## src/rtl/swarq_pkg.sv

```systemverilog
// ----------------------------------------------------------------------------
// swarq_pkg: shared types and constants of the stop-and-wait ARQ sender
// Command codes, configuration register indexes, fixed field widths and the
// default values of the top-level parameters.
// ----------------------------------------------------------------------------
package swarq_pkg;

  // Default sizes of the timer and of the sequence number
  localparam int unsigned TIMER_BITS_DEF = 32;
  localparam int unsigned SEQ_BITS_DEF   = 16;

  // Fixed widths of registers and counters
  localparam int unsigned BASE_W  = 16;
  localparam int unsigned LIMIT_W = 8;
  localparam int unsigned ATT_W   = 8;
  localparam int unsigned SUM_W   = 32;
  localparam int unsigned CFG_AW  = 3;
  localparam int unsigned CFG_DW  = 16;

  // Event carried by one input beat
  typedef enum logic [1:0] {
    CMD_START = 2'd0,
    CMD_TICK  = 2'd1,
    CMD_RESP  = 2'd2,
    CMD_CLEAR = 2'd3
  } cmd_e;

  // Configuration register indexes
  localparam logic [CFG_AW-1:0] CFG_RETX_EN  = 3'd0;
  localparam logic [CFG_AW-1:0] CFG_BACKOFF  = 3'd1;
  localparam logic [CFG_AW-1:0] CFG_SEQ_EN   = 3'd2;
  localparam logic [CFG_AW-1:0] CFG_BASE_TMO = 3'd3;
  localparam logic [CFG_AW-1:0] CFG_RETRY    = 3'd4;

endpackage

```

## src/rtl/stop_wait_arq_sender.sv

```systemverilog
// ----------------------------------------------------------------------------
// stop_wait_arq_sender: sender side of a stop-and-wait ARQ exchange
// Usage:
//   Input channel (in_valid_i / in_stall_o) carries one event per beat: a
//   start, a timer tick, a received response or a clear of the statistics.
//   Output channel (out_valid_o / out_stall_i) returns exactly one result
//   beat per input beat, in order: transmit request, packet sequence number,
//   finished / delivered flags, retransmission total and busy status.
//   Configuration is written through cfg_we_i / cfg_idx_i / cfg_data_i while
//   no beat is in flight; writes to unused indexes are dropped.
// Pipeline and throughput:
//   A beat passes through the input register, then the output register,
//   where its result shows. One beat per cycle is sustained while the
//   receiver does not stall; the critical path is the timeout barrel shifter
//   with its saturation check, followed by the retry-limit compare.
// Reset:
//   All configuration and exchange state clear to zero; both pipeline
//   registers are empty. No clearing pass is needed.
// Stall:
//   A stalled result holds in the output register; the input register still
//   takes one more beat, after which in_stall_o rises until the result moves.
// ----------------------------------------------------------------------------
module stop_wait_arq_sender #(
  parameter int unsigned TIMER_BITS = swarq_pkg::TIMER_BITS_DEF,
  parameter int unsigned SEQ_BITS   = swarq_pkg::SEQ_BITS_DEF
) (
  input  logic                           clk_i,
  input  logic                           rst_ni,
  // configuration write port
  input  logic                           cfg_we_i,
  input  logic [swarq_pkg::CFG_AW-1:0]   cfg_idx_i,
  input  logic [swarq_pkg::CFG_DW-1:0]   cfg_data_i,
  // input channel
  input  logic                           in_valid_i,
  output logic                           in_stall_o,
  input  swarq_pkg::cmd_e                cmd_i,
  input  logic signed [SEQ_BITS-1:0]     start_seq_i,
  input  logic                           resp_is_ack_i,
  input  logic signed [SEQ_BITS-1:0]     resp_seq_i,
  // output channel
  output logic                           out_valid_o,
  input  logic                           out_stall_i,
  output logic                           transmit_o,
  output logic signed [SEQ_BITS-1:0]     packet_seq_o,
  output logic                           finished_o,
  output logic                           delivered_o,
  output logic [swarq_pkg::SUM_W-1:0]    retransmit_total_o,
  output logic                           busy_res_o
);
  import swarq_pkg::*;

  localparam int unsigned SH_W = $clog2(TIMER_BITS);
  localparam int unsigned WIDE = TIMER_BITS + BASE_W;
  localparam logic [SEQ_BITS-1:0] MARKER_NOSEQ = {{(SEQ_BITS-1){1'b1}}, 1'b0};

  // Configuration registers
  logic               retx_en_q, backoff_q, seq_en_q;
  logic [BASE_W-1:0]  base_q;
  logic [LIMIT_W-1:0] limit_q;

  // Input register
  logic                in_valid_q;
  cmd_e                cmd_q;
  logic [SEQ_BITS-1:0] start_seq_q, resp_seq_q;
  logic                is_ack_q;

  // Exchange state
  logic                  waiting_q, waiting_d;
  logic [ATT_W-1:0]      att_q, att_d;
  logic [TIMER_BITS-1:0] time_q, time_d;
  logic [SEQ_BITS-1:0]   seq_q, seq_d;
  logic [SUM_W-1:0]      sum_q, sum_d;

  // Output register
  logic                out_valid_q;
  logic                tx_q, fin_q, dlv_q;
  logic                tx_d, fin_d, dlv_d;

  logic                advance;
  logic                retry;
  logic [SUM_W:0]      sum_ext;
  logic [TIMER_BITS-1:0] time_dec;

  // Timeout of one attempt: base shifted by the attempt when backoff is on, saturating
  function automatic logic [TIMER_BITS-1:0] timeout_f(input logic [ATT_W-1:0] att);
    logic [ATT_W-1:0] amt;
    logic [WIDE-1:0]  wide;
    amt  = backoff_q ? att : '0;
    wide = {{TIMER_BITS{1'b0}}, base_q} << amt[SH_W-1:0];
    if (base_q == '0) begin
      return '0;
    end else if (amt >= ATT_W'(TIMER_BITS)) begin
      return '1;
    end else if (|wide[WIDE-1:TIMER_BITS]) begin
      return '1;
    end else begin
      return wide[TIMER_BITS-1:0];
    end
  endfunction

  // Move a beat from the input register when the output register frees up
  assign advance    = in_valid_q && (!out_valid_q || !out_stall_i);
  assign in_stall_o = in_valid_q && !advance;

  // Write configuration registers
  always_ff @(posedge clk_i or negedge rst_ni) begin
    if (!rst_ni) begin
      retx_en_q <= 1'b0;
      backoff_q <= 1'b0;
      seq_en_q  <= 1'b0;
      base_q    <= '0;
      limit_q   <= '0;
    end else if (cfg_we_i) begin
      unique case (cfg_idx_i)
        CFG_RETX_EN:  retx_en_q <= cfg_data_i[0];
        CFG_BACKOFF:  backoff_q <= cfg_data_i[0];
        CFG_SEQ_EN:   seq_en_q  <= cfg_data_i[0];
        CFG_BASE_TMO: base_q    <= cfg_data_i[BASE_W-1:0];
        CFG_RETRY:    limit_q   <= cfg_data_i[LIMIT_W-1:0];
        default:      ;
      endcase
    end
  end

  // Capture input beats
  always_ff @(posedge clk_i or negedge rst_ni) begin
    if (!rst_ni) begin
      in_valid_q <= 1'b0;
    end else if (!in_stall_o) begin
      in_valid_q <= in_valid_i;
    end
  end

  always_ff @(posedge clk_i) begin
    if (in_valid_i && !in_stall_o) begin
      cmd_q       <= cmd_i;
      start_seq_q <= start_seq_i;
      resp_seq_q  <= resp_seq_i;
      is_ack_q    <= resp_is_ack_i;
    end
  end

  assign time_dec = time_q - 1'b1;
  assign sum_ext  = {1'b0, sum_q} + (SUM_W+1)'(att_q);

  // Process one event against the exchange state
  always_comb begin
    waiting_d = waiting_q;
    att_d     = att_q;
    time_d    = time_q;
    seq_d     = seq_q;
    sum_d     = sum_q;
    tx_d      = 1'b0;
    fin_d     = 1'b0;
    dlv_d     = 1'b0;
    retry     = 1'b0;

    unique case (cmd_q)
      CMD_START: begin
        if (!waiting_q) begin
          seq_d     = seq_en_q ? start_seq_q : MARKER_NOSEQ;
          att_d     = '0;
          waiting_d = 1'b1;
          time_d    = timeout_f('0);
          tx_d      = 1'b1;
        end
      end
      CMD_TICK: begin
        if (waiting_q && (time_q != '0)) begin
          time_d = time_dec;
          if (time_dec == '0) begin
            if (!retx_en_q) begin
              waiting_d = 1'b0;
              fin_d     = 1'b1;
            end else begin
              if (att_q != '1) att_d = att_q + 1'b1;
              retry = 1'b1;
            end
          end
        end
      end
      CMD_RESP: begin
        if (waiting_q) begin
          if (is_ack_q && (resp_seq_q == seq_q)) begin
            sum_d     = sum_ext[SUM_W] ? '1 : sum_ext[SUM_W-1:0];
            waiting_d = 1'b0;
            fin_d     = 1'b1;
            dlv_d     = 1'b1;
          end else begin
            retry = 1'b1;
          end
        end
      end
      CMD_CLEAR: sum_d = '0;
      default: ;
    endcase

    // Resend while attempts remain, else give up
    if (retry) begin
      if (att_d < limit_q) begin
        time_d = timeout_f(att_d);
        tx_d   = 1'b1;
      end else begin
        waiting_d = 1'b0;
        fin_d     = 1'b1;
      end
    end
  end

  // Advance exchange state
  always_ff @(posedge clk_i or negedge rst_ni) begin
    if (!rst_ni) begin
      waiting_q <= 1'b0;
      att_q     <= '0;
      time_q    <= '0;
      seq_q     <= '0;
      sum_q     <= '0;
    end else if (advance) begin
      waiting_q <= waiting_d;
      att_q     <= att_d;
      time_q    <= time_d;
      seq_q     <= seq_d;
      sum_q     <= sum_d;
    end
  end

  // Hold the result beat until taken
  always_ff @(posedge clk_i or negedge rst_ni) begin
    if (!rst_ni) begin
      out_valid_q <= 1'b0;
    end else if (!out_valid_q || !out_stall_i) begin
      out_valid_q <= in_valid_q;
    end
  end

  always_ff @(posedge clk_i) begin
    if (advance) begin
      tx_q  <= tx_d;
      fin_q <= fin_d;
      dlv_q <= dlv_d;
    end
  end

  assign out_valid_o        = out_valid_q;
  assign transmit_o         = tx_q;
  assign packet_seq_o       = seq_q;
  assign finished_o         = fin_q;
  assign delivered_o        = dlv_q;
  assign retransmit_total_o = sum_q;
  assign busy_res_o         = waiting_q;

  // Checks
  a_fin_not_busy: assert property (@(posedge clk_i) disable iff (!rst_ni)
    out_valid_q |-> !(fin_q && waiting_q))
    else $error("finished result still shows busy");

  a_dlv_fin: assert property (@(posedge clk_i) disable iff (!rst_ni)
    (out_valid_q && dlv_q) |-> fin_q)
    else $error("delivered without finished");

  a_tx_busy: assert property (@(posedge clk_i) disable iff (!rst_ni)
    (out_valid_q && tx_q) |-> waiting_q)
    else $error("transmit request while not waiting");

  a_stall_holds: assert property (@(posedge clk_i) disable iff (!rst_ni)
    in_stall_o |=> in_valid_q)
    else $error("input beat lost while stalled");

  a_idle_no_fin: assert property (@(posedge clk_i) disable iff (!rst_ni)
    (advance && !waiting_q) |-> !fin_d)
    else $error("exchange ended while idle");

endmodule

```

## config.mk

```make
export PLATFORM = sky130hd
export DESIGN_NAME = stop_wait_arq_sender
export DESIGN_NICKNAME = d
export VERILOG_FILES = /design/src/rtl/swarq_pkg.sv /design/src/rtl/stop_wait_arq_sender.sv
export SDC_FILE = /design/constraint.sdc
export NUM_CORES = 1
export LEC_CHECK = 0
export ABC_AREA = 0
export ABC_CLOCK_PERIOD_IN_PS = 6650
export BUFFER_PORTS_ARGS = -buffer_cell sky130_fd_sc_hd__buf_2
export CORE_AREA = 10 10 145 180
export DETAILED_ROUTE_END_ITERATION = 10
export DIE_AREA = 0 0 155 190
export HOLD_SLACK_MARGIN = 0.1
export PLACE_DENSITY = 0.73
export SYNTH_ARGS = -nofsm -noshare
export SYNTH_HDL_FRONTEND = slang
export SYNTH_SLANG_ARGS = --single-unit
```

## constraint.sdc

```tcl
create_clock -name clk_i -period 6.65 [get_ports clk_i]
set_input_delay 0.9975 -clock clk_i [delete_from_list [all_inputs] [get_ports clk_i]]
set_output_delay 0.9975 -clock clk_i [all_outputs]
set_load 0.02 [all_outputs]
```

## Word-level counts from Yosys, hierarchy flattened

Cells that the tools add are included.

- Mux-type cells: 45
- Equality and inequality tests: 11
- Shifts and indexed selects: 1
- Add/sub/neg operators: 3
- Bitwise operators: 1
- $lt $le $gt $ge: 2
- Reductions and logical operators: 24

Operator list:

| kind | count |
|---|---|
| $mux 32 | 10 |
| $pmux 32 s2 | 2 |
| $mux 8 | 6 |
| $shl 16x5->48 | 1 |
| $add 32x8->33 | 1 |
| $logic_not 32->1 | 1 |
| $mux 16 | 2 |
| $reduce_bool 32->1 | 1 |
| $sub 32x1->32 const B | 1 |
| $mux 1 | 21 |
| $eq 16x16->1 | 1 |
| $logic_not 16->1 | 1 |
| $pmux 8 s2 | 1 |
| $reduce_or 16->1 | 1 |
| $reduce_and 2->1 | 5 |
| $add 8x1->8 const B | 1 |
| $ge 8x6->1 const B | 1 |
| $lt 8x8->1 | 1 |
| $ne 8x8->1 const B | 1 |
| $eq 3x2->1 const B | 2 |
| $logic_and 1x1->1 | 5 |
| $eq 2x2->1 const B | 2 |
| $logic_not 1->1 | 4 |
| $ne 2x2->1 const B | 2 |
| 12 further kinds | 13 |

- Input bits: 59
- Output and inout bits: 54
- Register bits after elaboration: 156
- Logic and storage cells: 106

## Logic depth before layout (Yosys ltp)

- Word-level depth: 14
- Mapped depth: 27
- Mapped depth without buffers: 23

## Worst setup path after synthesis

OpenSTA, ideal clock, no wires.

- Path type: flip-flop to flip-flop
- Start point: register time_q[0]
- End point: register time_q[25]
- Library setup time: 90 ps
- Period minus slack after synthesis: 5,786 ps
- Cell stages (with the launch flop): 27
- Path buffers: 6
- Data required time: 6,560 ps
- Slack: 864 ps
- Data arrival time: 5,696 ps
- Cell sequence: dfrtp_1 clkbuf_1 inv_1 ha_1 nor3b_1 nand2_1 o41ai_1 o2111ai_1 nor4_2 and4_1 buf_4 buf_6 buf_2 a21oi_1 a211o_1 clkbuf_1 ha_1 a21o_1 a21o_1 a21oi_1 o2111ai_1 a311oi_1 nor2_1 nor2_1 nand2_1 clkbuf_1 o221ai_1

- Word-level cells in the longest chain between the ends: 13
- Elaborated cells between the ends (all ways): 22
- Classes of those cells: add/sub (1); order compare (2); shift (1); mux (14); reduce/logical (4)

RTL lines:

| what | line | RTL |
|---|---|---|
| start: declaration | stop_wait_arq_sender.sv:70 | `logic [TIMER_BITS-1:0] time_q, time_d;` |
| start signal: assignment | stop_wait_arq_sender.sv:221 | `time_q <= time_d;` |
| $sub 32x1->32 | stop_wait_arq_sender.sv:143 | `assign time_dec = time_q - 1'b1;` |
| $logic_not 32->1 | stop_wait_arq_sender.sv:171 | `if (time_dec == '0) begin` |
| $mux 8 | stop_wait_arq_sender.sv:171 |  |
| $mux 8 (*) | stop_wait_arq_sender.sv:169 | `if (waiting_q && (time_q != '0)) begin` |
| $pmux 8 s2 (*) | stop_wait_arq_sender.sv:158 | `unique case (cmd_q)` |
| via att_d[4] | stop_wait_arq_sender.sv:69 | `logic [ATT_W-1:0] att_q, att_d;` |
| $mux 8 | stop_wait_arq_sender.sv:88 | `amt = backoff_q ? att : '0;` |
| $shl 16x5->48 | stop_wait_arq_sender.sv:89 | `wide = {{TIMER_BITS{1'b0}}, base_q} << amt[SH_W-1:0];` |
| $reduce_or 16->1 | stop_wait_arq_sender.sv:94 | `end else if (\|wide[WIDE-1:TIMER_BITS]) begin` |
| $mux 32 | stop_wait_arq_sender.sv:94 |  |
| $mux 32 | stop_wait_arq_sender.sv:92 | `end else if (amt >= ATT_W'(TIMER_BITS)) begin` |
| $mux 32 | stop_wait_arq_sender.sv:90 | `if (base_q == '0) begin` |
| $mux 32 (*) | stop_wait_arq_sender.sv:200 | `if (att_d < limit_q) begin` |
| $mux 32 (*) | stop_wait_arq_sender.sv:199 | `if (retry) begin` |

The timed path passes the listed nets; every way through them passes the cells marked *.
A chain may end at the register's enable or synchronous reset.

## Worst setup path in the final report

- Start point: register time_q[0]
- End point: register time_q[28]

- Word-level cells in the longest chain between the ends: 13
- Elaborated cells between the ends (all ways): 22
- Classes of those cells: add/sub (1); order compare (2); shift (1); mux (14); reduce/logical (4)

RTL lines:

| what | line |
|---|---|
| $sub 32x1->32 | stop_wait_arq_sender.sv:143 |
| $logic_not 32->1 | stop_wait_arq_sender.sv:171 |
| $mux 8 | stop_wait_arq_sender.sv:171 |
| $mux 8 | stop_wait_arq_sender.sv:169 |
| $pmux 8 s2 | stop_wait_arq_sender.sv:158 |
| $mux 8 | stop_wait_arq_sender.sv:88 |
| $shl 16x5->48 | stop_wait_arq_sender.sv:89 |
| $reduce_or 16->1 | stop_wait_arq_sender.sv:94 |
| $mux 32 | stop_wait_arq_sender.sv:94 |
| $mux 32 | stop_wait_arq_sender.sv:92 |
| $mux 32 | stop_wait_arq_sender.sv:90 |
| $mux 32 | stop_wait_arq_sender.sv:200 |
| $mux 32 (*) | stop_wait_arq_sender.sv:199 |

Mark *: on every way between the ends. The rest lies on a longest branch, timed or not.

==> flow_summary.yaml <==
status:
  outcome: "completed"
hold_path:
  min_from: "in_valid_q"
  hp-class: "reg2reg"
  hold_depth: 1
pwr:
  power_mw: 3.92
  p_per_area_nw_per_um2: 322
  leakagePower_nw: 5.05
  irDropWorstVdd_uv: 308
place:
  hpwlAfterDp_um: 27300
  place_ws_ns: -0.196
  gp_congestion: 1.01
  io_buffers: 112
die:
  die_area_um2: 29500
  coreArea_um2: 22700
  die_h_um: 190
  rows: 62
  die_w_um: 155
  io_pins: 113
  start_util_pct: 47.0
global_route:
  grt_max_degree: 71
  grt_first_pass_wirelength_um: 58000
  grt_overflow: 0
  grt_pass1_vias: 10358
  grt_usage_pct: 24.5
  antenna_found_initial: 0
setup_path:
  reg2reg_to: "time_q[28]"
  required_ns: 6.96
  rr_worst_depth: 18
  path_class: "reg2reg"
  end_kind: "register"
  crit_start: "time_q[0]"
  r2r-start: "time_q[0]"
  rrSetupSlack_ns: 0.39
  crit_fanout: 21
  critPathCapture: "time_q[28]"
  crit_arrival_ns: 6.57
  startpoint_type: "register"
cts:
  root_buffer: "clkbuf_16"
  cts_buffers: 17
  cts_tree: "built"
  htree_levels: 4
  clk_path_buf_depth: 2
  clock_sink_count: 156
  clkTransAtPathRegs_ns: 0.07
  worst_skew_pair.late_latency_ns: 0.44
yosys:
  muxShareOfSynthArea_pct: 4.82
  synthCells: 1249
  synth_area_per_cell_um2: 8.56
  yosysUniqueCellTypes: 86
  synth.largest_area_cell: "dfrtp_1"
  synth_top_area_share_pct: 27.6
  synth_top_family_by_area: "compound AO/OA/AOI/OAI gates"
  ys.flop_type: "dfrtp_1"
  synth_warnings: 0
  synth_xor_area_share_pct: 2.54
  synthArstFlopShare_pct: 75.6
  ys_seq_elements: 156
  yosys.area_share.simple_pct: 21.5
  syn-num-nets: 1332
  synth_area_leaders: "dfrtp_1, edfxtp_1, nor2_1"
  synth_compound_area_share_pct: 24.6
  synth-edff-count: 38
  syn-cell-area_um2: 10700
  synth_fa_ha_area_share_pct: 2.88
  seq_area_frac_synth_pct: 38.3
route:
  routed_via_density: 6.43
  wl_per_cell_um: 22.3
  drc: 0
  num_vias: 10508
  routed_wl_um: 36500
  drt_iter0_markers: 802
  ant_nets: 0
  firstDrtPassIters: 8
finish:
  diodes: 0
  layout_common_cells: "nor2_1, nand2_1, dfrtp_1"
  nNetsFinal: 1417
  fillers: 2085
  drive_gt1_share_pct: 18.1
  layout_commonest_cell: "nor2_1"
  area_growth_pct: 13.8
  post-route-util_pct: 53.5
timing:
  fmax_mhz: 160
  relSlewSlack_pct: 19.6
  finalSetupViolCount: 0
  worstMarginPinSlew_ns: 1.20
  final.min_clock_period_ns: 6.26
  min_period_over_period_pct: 94.1
  hold_viol: 0
  setup_tns_ns: 0
  grt_setup_unrepaired: "no"
  fin_hold_ws_ns: 0.488
  clock_skew_ns: 0.00922
  drv_slew: 0
  worst_slack_ns: 0.390
flow_run:
  drv_cap: 0
==> what timing repair did <==
action,in CTS,in global routing
pin swaps,0,0
buffers inserted,0,0
setup endpoints to repair,1,31
hold buffers,0,0
resized for setup,2,9
==> metrics by stage <==
step	cells	area, um2
final	1635	12200
after global routing	1635	12200
after CTS	1635	12100
after detailed placement	1603	11600
after global placement	1603	11600
after floorplan	1249	10700
==> kinds of logic after synthesis <==
group | Yosys count
xor gates and xnor gates | 31
adders and majority gates | 24
DFF | 156
muxes | 47
and+or+nand+nor | 466
AOI/OAI and AO/OA | 385
buffers and inverters | 140
==> cells in the mapped netlist (all sizes together), types with 27 or more instances <==
cell type,count
a21oi,74
nand3,47
xnor2,27
a31oi,48
edfxtp,38
clkbuf,63
mux2,30
nand2,123
nor2,130
nor3,38
inv,54
o21ai,83
nor4,27
dfrtp,118
==> power breakdown <==
group,switching (mW),internal (mW),leakage (nW)
logic,0.942,0.565,2.93
clock network,0.431,0.496,0.266
registers,0.324,1.16,1.85
==> sequential cells by signal, summed over array words and instances (netlist names) <==
register	count
resp_seq_q	16
start_seq_q	16
out_valid_o	1
backoff_q	1
in_valid_q	1
delivered_o	1
retransmit_total_o	32
retx_en_q	1
packet_seq_o	16
busy_res_o	1
att_q	8
finished_o	1
seq_en_q	1
transmit_o	1
is_ack_q	1
time_q	32
limit_q	8
base_q	16
cmd_q	2
==> worst min path at each step <==
stage	endpoint	slack, ns
finish	out_valid_o	0.49
global route	packet_seq_o[14]	0.52
CTS	packet_seq_o[0]	0.49
detailed placement	packet_seq_o[0]	0.47
global placement	packet_seq_o[0]	0.46
floorplan	packet_seq_o[0]	0.45
==> cell type report <==
type | instances | area (um2) | share of cell area [%]
flip-flops and latches | 156 | 4090 | 33.7
clock inverters | 13 | 108 | 0.885
clock buffers | 19 | 443 | 3.64
well taps | 288 | 360 | 2.96
repair buffers | 150 | 848 | 6.97
inverters | 56 | 210 | 1.73
multi-input cells | 953 | 6100 | 50.2
==> per-layer routing <==
layer,track usage [%],share of wire [%]
met2,40.1,49
met4,15.1,5.7
met5,0,0
met1,28.1,38
met3,6.28,7.4
==> critical path: stages, from the launching register on <==
cell	delay [ns]
dfrtp_1	0.50
inv_1	0.13
ha_1	0.27
nor3b_1	0.21
buf_4	0.16
nand2_1	0.18
or4b_2	0.73
nand3_1	0.16
nor4_4	0.09
and4_1	0.30
buf_4	0.23
o21ai_4	0.55
mux2_2	0.41
mux2_2	0.29
mux2i_1	0.45
a41o_1	0.34
a41oi_4	0.33
a2111oi_1	0.68
o21ai_1	0.10
No activity file was read; power rests on OpenSTA's default activity.
